### config.mk
export PLATFORM = sky130hd
export DESIGN_NAME = anti_replay_window
export DESIGN_NICKNAME = d
export VERILOG_FILES = /design/src/hdl/arw_pkg.sv /design/src/hdl/arw_judge.sv /design/src/hdl/arw_bitmap_mem.sv /design/src/hdl/anti_replay_window.sv
export SDC_FILE = /design/constraint.sdc
export NUM_CORES = 2
export LEC_CHECK = 0
export BUFFER_PORTS_ARGS = -buffer_cell sky130_fd_sc_hd__buf_2
export CAP_MARGIN = 30
export CORE_ASPECT_RATIO = 0.9
export CORE_UTILIZATION = 36
export DETAILED_ROUTE_END_ITERATION = 10
export PLACE_DENSITY = 0.52
export RECOVER_POWER = 50
export SLEW_MARGIN = 25
export SYNTH_ARGS = -nofsm -noshare
export SYNTH_HDL_FRONTEND = slang
export SYNTH_SLANG_ARGS = --single-unit
### constraint.sdc
create_clock -name clk_i -period 7.05 [get_ports clk_i]
set_input_delay 0.3525 -clock clk_i [delete_from_list [all_inputs] [get_ports clk_i]]
set_output_delay 0.3525 -clock clk_i [all_outputs]
set_load 0.02 [all_outputs]
### src/hdl/arw_pkg.sv
`default_nettype none

package arw_pkg;

  // Window geometry. Both sizes are powers of two, so the ring word and bit
  // positions are plain bit fields of the counter.
  localparam int unsigned WINDOW_WORDS = 32;
  localparam int unsigned WORD_BITS    = 32;
  localparam int unsigned WIDX_W       = $clog2(WINDOW_WORDS);
  localparam int unsigned BIT_W        = $clog2(WORD_BITS);
  localparam int unsigned CNT_W        = 64;

  // Usable window in counters: one word less than the ring.
  localparam logic [CNT_W-1:0] WIN_SPAN = CNT_W'((WINDOW_WORDS - 1) * WORD_BITS);

  // Transaction modes.
  localparam logic [1:0] MODE_CHECK  = 2'd0;
  localparam logic [1:0] MODE_RECORD = 2'd1;
  localparam logic [1:0] MODE_CLEAR  = 2'd2;

  typedef enum logic [1:0] {
    VERDICT_FRESH = 2'd0,
    VERDICT_SEEN  = 2'd1,
    VERDICT_OLD   = 2'd2,
    VERDICT_ZERO  = 2'd3
  } verdict_e;

  // Comparison results of a counter against the highest recorded counter.
  typedef struct packed {
    logic              is_zero;
    logic              newer;
    logic              too_old;
    logic              clr_all;
    logic [WIDX_W-1:0] word_diff;
  } arw_flags_t;

  // Bitmap write port, including the range clear of an advancing window.
  typedef struct packed {
    logic                    en;
    logic [WIDX_W-1:0]       idx;
    logic [WORD_BITS-1:0]    data;
    logic                    clr_all;
    logic [WINDOW_WORDS-1:0] clr_mask;
  } arw_wr_t;

endpackage

`default_nettype wire

### src/hdl/arw_judge.sv
`default_nettype none

module arw_judge (
  input  wire logic                        clk_i,
  input  wire logic                        load_i,
  input  wire logic [arw_pkg::CNT_W-1:0]   counter_i,
  input  wire logic [arw_pkg::CNT_W-1:0]   highest_i,
  output arw_pkg::arw_flags_t              flags_o
);

  localparam int unsigned WNUM_W = arw_pkg::CNT_W - arw_pkg::BIT_W;

  arw_pkg::arw_flags_t flags_d;
  arw_pkg::arw_flags_t flags_q;
  logic [arw_pkg::CNT_W-1:0] age;
  logic [WNUM_W-1:0]         wdiff;

  // Age against the highest counter and distance in whole words.
  always_comb begin
    age   = highest_i - counter_i;
    wdiff = counter_i[arw_pkg::CNT_W-1:arw_pkg::BIT_W]
          - highest_i[arw_pkg::CNT_W-1:arw_pkg::BIT_W];
    flags_d.is_zero   = (counter_i == '0);
    flags_d.newer     = (counter_i > highest_i);
    flags_d.too_old   = (age > arw_pkg::WIN_SPAN);
    flags_d.clr_all   = (wdiff >= WNUM_W'(arw_pkg::WINDOW_WORDS));
    flags_d.word_diff = wdiff[arw_pkg::WIDX_W-1:0];
  end

  always_ff @(posedge clk_i) begin
    if (load_i) begin
      flags_q <= flags_d;
    end
  end

  assign flags_o = flags_q;

endmodule

`default_nettype wire

### src/hdl/arw_bitmap_mem.sv
`default_nettype none

module arw_bitmap_mem (
  input  wire logic                              clk_i,
  input  wire logic                              rst_ni,
  input  wire logic                              rd_en_i,
  input  wire logic [arw_pkg::WIDX_W-1:0]        rd_idx_i,
  output logic      [arw_pkg::WORD_BITS-1:0]     rd_data_o,
  input  wire arw_pkg::arw_wr_t                  wr_i
);

  logic [arw_pkg::WORD_BITS-1:0]    mem [arw_pkg::WINDOW_WORDS];
  logic [arw_pkg::WINDOW_WORDS-1:0] valid_q;
  logic [arw_pkg::WINDOW_WORDS-1:0] valid_d;
  logic [arw_pkg::WINDOW_WORDS-1:0] set_mask;
  logic [arw_pkg::WORD_BITS-1:0]    rd_data_q;

  // Word storage; a word whose valid bit is low reads as zero.
  always_ff @(posedge clk_i) begin
    if (wr_i.en) begin
      mem[wr_i.idx] <= wr_i.data;
    end
    if (rd_en_i) begin
      rd_data_q <= valid_q[rd_idx_i] ? mem[rd_idx_i] : '0;
    end
  end

  // Valid bits: range clears first, then the written word becomes valid.
  always_comb begin
    set_mask = '0;
    set_mask[wr_i.idx] = wr_i.en;
    if (wr_i.clr_all) begin
      valid_d = set_mask;
    end else begin
      valid_d = (valid_q & ~wr_i.clr_mask) | set_mask;
    end
  end

  always_ff @(posedge clk_i or negedge rst_ni) begin
    if (!rst_ni) begin
      valid_q <= '0;
    end else begin
      valid_q <= valid_d;
    end
  end

  assign rd_data_o = rd_data_q;

endmodule

`default_nettype wire

### src/hdl/anti_replay_window.sv
// Channel | Handshake                       | Payload
// input   | in_valid_i / in_ready_o         | mode_i, counter_i
// output  | out_valid_o / out_ready_i       | verdict_o, highest_counter_o
//
// Each transaction runs in order: bitmap word read at acceptance, counter
// compares while the read data settles, then verdict and write-back.
// The bitmap memory read-modify-write sets this sequence.
// Reset clears the per-word valid bits at once; no clearing pass is needed.
// The write-back cycle waits while the output register holds an untaken result.
`default_nettype none

module anti_replay_window (
  input  wire logic                            clk_i,
  input  wire logic                            rst_ni,
  input  wire logic                            in_valid_i,
  output logic                                 in_ready_o,
  input  wire logic [1:0]                      mode_i,
  input  wire logic [arw_pkg::CNT_W-1:0]       counter_i,
  output logic                                 out_valid_o,
  input  wire logic                            out_ready_i,
  output logic      [1:0]                      verdict_o,
  output logic      [arw_pkg::CNT_W-1:0]       highest_counter_o
);

  localparam logic [1:0] ST_IDLE = 2'd0;
  localparam logic [1:0] ST_CMP  = 2'd1;
  localparam logic [1:0] ST_EXEC = 2'd2;

  logic [1:0] state_q, state_d;
  logic       out_valid_q, out_valid_d;
  logic [1:0] verdict_q;
  logic [arw_pkg::CNT_W-1:0] out_hc_q;
  logic [arw_pkg::CNT_W-1:0] highest_seen_q, highest_seen_d;
  logic [1:0] mode_q;
  logic [arw_pkg::CNT_W-1:0] counter_q;

  logic in_fire;
  logic out_free;
  logic exec_fire;
  logic record_en;

  arw_pkg::verdict_e   verdict_d;
  arw_pkg::arw_flags_t flags;
  arw_pkg::arw_wr_t    wr;
  logic [arw_pkg::WORD_BITS-1:0] rd_data;
  logic [arw_pkg::WORD_BITS-1:0] base_word;
  logic [arw_pkg::WORD_BITS-1:0] bit_mask;
  logic [arw_pkg::WIDX_W-1:0]    start_idx;
  logic [arw_pkg::WIDX_W-1:0]    offset;
  logic [arw_pkg::BIT_W-1:0]     bit_idx;

  assign in_ready_o = (state_q == ST_IDLE);
  assign in_fire    = in_valid_i && in_ready_o;
  assign out_free   = !out_valid_q || out_ready_i;
  assign exec_fire  = (state_q == ST_EXEC) && out_free;

  // Bitmap memory: read at acceptance, written in the execute cycle.
  arw_bitmap_mem u_mem (
    .clk_i     (clk_i),
    .rst_ni    (rst_ni),
    .rd_en_i   (in_fire),
    .rd_idx_i  (counter_i[arw_pkg::BIT_W +: arw_pkg::WIDX_W]),
    .rd_data_o (rd_data),
    .wr_i      (wr)
  );

  // Counter compares against the highest recorded counter.
  arw_judge u_judge (
    .clk_i     (clk_i),
    .load_i    (state_q == ST_CMP),
    .counter_i (counter_q),
    .highest_i (highest_seen_q),
    .flags_o   (flags)
  );

  // Capture the transaction payload.
  always_ff @(posedge clk_i) begin
    if (in_fire) begin
      mode_q    <= mode_i;
      counter_q <= counter_i;
    end
  end

  // Verdict, window advance and the updated bitmap word.
  always_comb begin
    bit_idx   = counter_q[arw_pkg::BIT_W-1:0];
    start_idx = highest_seen_q[arw_pkg::BIT_W +: arw_pkg::WIDX_W];

    priority if (mode_q == arw_pkg::MODE_CLEAR) begin
      verdict_d = arw_pkg::VERDICT_FRESH;
    end else if (flags.is_zero) begin
      verdict_d = arw_pkg::VERDICT_ZERO;
    end else if (flags.newer) begin
      verdict_d = arw_pkg::VERDICT_FRESH;
    end else if (flags.too_old) begin
      verdict_d = arw_pkg::VERDICT_OLD;
    end else if (rd_data[bit_idx]) begin
      verdict_d = arw_pkg::VERDICT_SEEN;
    end else begin
      verdict_d = arw_pkg::VERDICT_FRESH;
    end

    record_en = (mode_q == arw_pkg::MODE_RECORD) && (verdict_d == arw_pkg::VERDICT_FRESH);

    // A newer counter in a later word lands in a word that is being zeroed.
    if (flags.newer && (flags.clr_all || (flags.word_diff != '0))) begin
      base_word = '0;
    end else begin
      base_word = rd_data;
    end
    bit_mask = '0;
    bit_mask[bit_idx] = 1'b1;

    wr.en       = exec_fire && record_en;
    wr.idx      = counter_q[arw_pkg::BIT_W +: arw_pkg::WIDX_W];
    wr.data     = base_word | bit_mask;
    wr.clr_all  = exec_fire && ((mode_q == arw_pkg::MODE_CLEAR)
                  || (record_en && flags.newer && flags.clr_all));
    wr.clr_mask = '0;
    // Words after the old highest word, up to the new highest word.
    for (int unsigned i = 0; i < arw_pkg::WINDOW_WORDS; i++) begin
      offset = arw_pkg::WIDX_W'(i) - start_idx - arw_pkg::WIDX_W'(1);
      wr.clr_mask[i] = exec_fire && record_en && flags.newer && (offset < flags.word_diff);
    end

    priority if (mode_q == arw_pkg::MODE_CLEAR) begin
      highest_seen_d = '0;
    end else if (record_en && flags.newer) begin
      highest_seen_d = counter_q;
    end else begin
      highest_seen_d = highest_seen_q;
    end
  end

  // Sequencer.
  always_comb begin
    state_d = state_q;
    unique case (state_q)
      ST_IDLE: begin
        if (in_fire) begin
          state_d = ST_CMP;
        end
      end
      ST_CMP: begin
        state_d = ST_EXEC;
      end
      ST_EXEC: begin
        if (out_free) begin
          state_d = ST_IDLE;
        end
      end
      default: begin
        state_d = ST_IDLE;
      end
    endcase
  end

  // Output register handshake.
  always_comb begin
    out_valid_d = out_valid_q;
    if (exec_fire) begin
      out_valid_d = 1'b1;
    end else if (out_ready_i) begin
      out_valid_d = 1'b0;
    end
  end

  always_ff @(posedge clk_i or negedge rst_ni) begin
    if (!rst_ni) begin
      state_q        <= ST_IDLE;
      out_valid_q    <= 1'b0;
      highest_seen_q <= '0;
    end else begin
      state_q     <= state_d;
      out_valid_q <= out_valid_d;
      if (exec_fire) begin
        highest_seen_q <= highest_seen_d;
      end
    end
  end

  always_ff @(posedge clk_i) begin
    if (exec_fire) begin
      verdict_q <= verdict_d;
      out_hc_q  <= highest_seen_d;
    end
  end

  assign out_valid_o       = out_valid_q;
  assign verdict_o         = verdict_q;
  assign highest_counter_o = out_hc_q;

  // The highest counter only grows, except on a window clear.
  a_highest_monotonic: assert property (@(posedge clk_i) disable iff (!rst_ni)
    exec_fire && (mode_q != arw_pkg::MODE_CLEAR)
    |=> highest_seen_q >= $past(highest_seen_q))
    else $error("highest counter decreased without a clear");

  // A rejected counter leaves the window position unchanged.
  a_reject_keeps_state: assert property (@(posedge clk_i) disable iff (!rst_ni)
    exec_fire && (verdict_d != arw_pkg::VERDICT_FRESH)
    |=> $stable(highest_seen_q))
    else $error("rejected counter moved the window");

  // A pending result always reports the current window position.
  a_result_matches_state: assert property (@(posedge clk_i) disable iff (!rst_ni)
    out_valid_q |-> (out_hc_q == highest_seen_q))
    else $error("pending result disagrees with highest counter");

endmodule

`default_nettype wire

==> impl_metrics.json <==
{
  "outcome": "complete, but fails checks",
  "failed_checks": "capacitance limit, slew limit",
  "initial_utilization_pct": 36.26,
  "yosysUniqueCellTypes": 86,
  "grt_usage_pct": 20.89,
  "cp_max_fo": 12,
  "fin_nets": 4399,
  "grt_antenna_before_repair": 1,
  "avgViaCountPerCell": 5.543,
  "cp-startpoint": "highest_seen_q[8]$_DFFE_PN0P_",
  "rr_startpoint": "highest_seen_q[8]$_DFFE_PN0P_",
  "slew_violations": 746,
  "hp-class": "in -> reg",
  "synth_commonest_cells": "edfxtp_1, nand2_1, mux4_2, a21oi_1, ha_1",
  "worst_slack_ns": 1.775,
  "post-place-ws_ns": 1.860,
  "fp.dieW_um": 430.7,
  "multi_input_area_um2": 19900,
  "worstHoldStart": "counter_i[9]",
  "drtPass1Iterations": 6,
  "crit_type": "reg -> reg",
  "clock_skew_ns": 0.03722,
  "core.rowCount": 141,
  "finalSetupTns_ns": 0,
  "ys_seq_area_share_pct": 64.52,
  "portBuffers": 137,
  "core_um2": 164200,
  "clk_latency_ns": 0.78,
  "rsz0062_at_grt": "false",
  "ir_worst_vdd_mv": 0.1920,
  "synth-seq-cells": 1296,
  "cts_tree": "done",
  "fillCellCount": 14953,
  "cts.sinks": 1296,
  "worst_slew_pin_slew_ns": 4.623,
  "total_leakage_power_uw": 0.02312,
  "wl_per_cell_um": 27.18,
  "period_share_pct": 74.82,
  "path_clk_slew_ns": 0.06,
  "dp_hpwl_um": 115600,
  "synth_area_um2": 59550,
  "grt.overflow.total": 0,
  "place_inst": 6144,
  "synth-main-ff-cell": "edfxtp_1",
  "cp.required_ns": 7.52,
  "drt-initial-drc-count": 3526,
  "hold_slack_ns": 0.1114,
  "finalCriticalPeriod_ns": 5.275,
  "cp.arrival_ns": 5.75,
  "powerDensity_nw_per_um2": 316.6,
  "critical_path.endpoint_type": "register",
  "first_global_vias": 35565,
  "yosys.area.top_type": "edfxtp_1",
  "syn2layout_area_growth_pct": 14.65,
  "ys_top_cells_by_area": "edfxtp_1, mux4_2, dfrtp_1",
  "synth_nets": 4162,
  "routed_wl_um": 175700,
  "cts.path.max_buffers": 3,
  "cp-start-kind": "register",
  "register_area_um2": 38420,
  "grt_max_degree": 87,
  "netlist_instances": 3897,
  "cts-buffers-inserted": 138,
  "drtAntennaViolNets": 0,
  "finalSetupViolations": 0,
  "yosys.cell_count.top_type": "edfxtp_1",
  "dieArea_um2": 167100,
  "synth-edff-count": 1197,
  "drive_gt1_share_pct": 17.37,
  "synth.avg_cell_area_um2": 15.28,
  "cts_setup_buffers": 0,
  "vias": 35836,
  "drc": 0,
  "die_h_um": 387.8,
  "drv_cap": 20,
  "synth_top_area_share_pct": 60.36,
  "io_pins": 138,
  "clockRootBuffer": "clkbuf_16",
  "async_flop_share_pct": 7.639,
  "grt_pass1_wl_um": 255700,
  "hold_viol": 0,
  "max-slew-margin-rel_pct": -208.2,
  "place_congestion": 0.9516,
  "fmax_mhz": 189.6,
  "cts-htree-levels": 4,
  "yosys_warnings": 0,
  "stdcell_count": 6465
}
-- power by group --
part | internal, uW | switching (uW) | total, uW
clock network | 4010 | 3090 | 7110
logic | 1720 | 3510 | 5230
registers | 8950 | 326 | 9280
total | 14700 | 6930 | 21600
-- per-layer routing --
layer | track usage [%] | wire, um | vias up
li1 | - | - | 15740
met1 | 31.05 | 81240 | 18738
met2 | 32.70 | 81640 | 1176
met3 | 2.725 | 9608 | 182
met4 | 4.439 | 3238 | 0
met5 | 0 | 0 | -
-- flip-flops by register name (all words and copies together), names as in the netlist --
signal             cells
counter_q             64
highest_counter_o     64
highest_seen_q        64
mode_q                 2
out_valid_o            1
state_q                2
u_judge.flags_o        9
u_mem.mem           1024
u_mem.rd_data_o       32
u_mem.valid_q         32
verdict_o              2
-- layout by cell type (no fill, tap or decap), types with 13 or more instances in the layout --
| master | instances |
|---|---|
| a211oi_1 | 31 |
| a21o_1 | 40 |
| a21oi_1 | 234 |
| a31oi_1 | 15 |
| buf_2 | 49 |
| buf_4 | 53 |
| clkbuf_1 | 137 |
| clkbuf_16 | 142 |
| clkinv_1 | 30 |
| clkinv_2 | 24 |
| dfrtp_1 | 99 |
| dlygate4sd3_1 | 64 |
| edfxtp_1 | 1197 |
| ha_1 | 193 |
| inv_1 | 192 |
| mux2i_1 | 48 |
| mux4_2 | 338 |
| nand2_1 | 374 |
| nand2b_1 | 13 |
| nand3_1 | 35 |
| nand4_1 | 53 |
| nor2_1 | 141 |
| nor2_4 | 31 |
| nor2b_1 | 21 |
| nor3_1 | 44 |
| nor4_1 | 27 |
| o21a_1 | 32 |
| o21ai_0 | 184 |
| o21bai_1 | 23 |
| o22ai_1 | 26 |
| o311ai_0 | 14 |
| xnor2_1 | 61 |
| xor2_1 | 31 |
-- logic make-up after synthesis --
kind of cell	share of synthesized area (%)
adder cells (fa/ha/maj)	4.122
flip-flops	64.52
AO/OA/AOI/OAI	7.799
buffers and inverters	2.631
XOR/XNOR	1.353
AND/OR/NAND/NOR	5.969
multiplexers	13.61
-- final timing paths --
| path | end | slack (ns) | cells past startpoint |
|---|---|---|---|
| min in group asynchronous | u_mem.valid_q[28]$_DFF_PN0_ | 1.19 | 2 |
| max in group asynchronous | highest_seen_q[54]$_DFFE_PN0P_ | 3.77 | 3 |
| setup / recovery | u_judge.flags_o[5]$_DFFE_PN_ | 1.78 | 13 |
| hold / removal | u_mem.rd_data_o[24]$_SDFFCE_PN0P_ | 0.11 | 3 |
| setup reg to reg | u_judge.flags_o[5]$_DFFE_PN_ | 1.78 | 13 |
| hold reg to reg | u_mem.valid_q[6]$_DFF_PN0_ | 0.52 | 2 |
-- critical path: stages, from the launching register on --
cell and delay, ns:
dfrtp_1 0.64, clkinv_1 0.46, ha_1 0.65, nor2_4 0.06
a21oi_1 0.34, a31oi_4 0.17, o221ai_2 0.33, o31a_1 0.39
a21boi_1 0.13, o21ai_1 0.43, a31oi_1 0.26, o311ai_0 0.42
nand4_1 0.11, or4_1 0.59
-- stage by stage --
stage / total power, uW / area [um^2] / util, %
2_1_floorplan: 12820 / 59550 / -
3_3_place_gp: 14580 / 63240 / 38.50
3_5_place_dp: 14590 / 63470 / 38.65
4_1_cts: 21750 / 68540 / 41.73
5_1_grt: 22550 / 68280 / 41.57
6_report: 21620 / 68280 / 41.57
-- repair_timing --
item	CTS	global route
hold buffers	64	0
setup endpoints to repair	0	0
hold endpoints to repair	115	0
resized for setup	0	0
-- layout make-up --
cell class                 count  share of cell area (%)
sequential                  1296                   56.27
timing repair buffer         296                   2.965
multi-input combinational   2207                   29.14
antenna                        1                0.003665
clock inverter                85                   1.087
tap                         2216                   4.061
clock buffer                 169                   5.397
inverter                     195                   1.072
No activity file was read; power rests on OpenSTA's default activity.
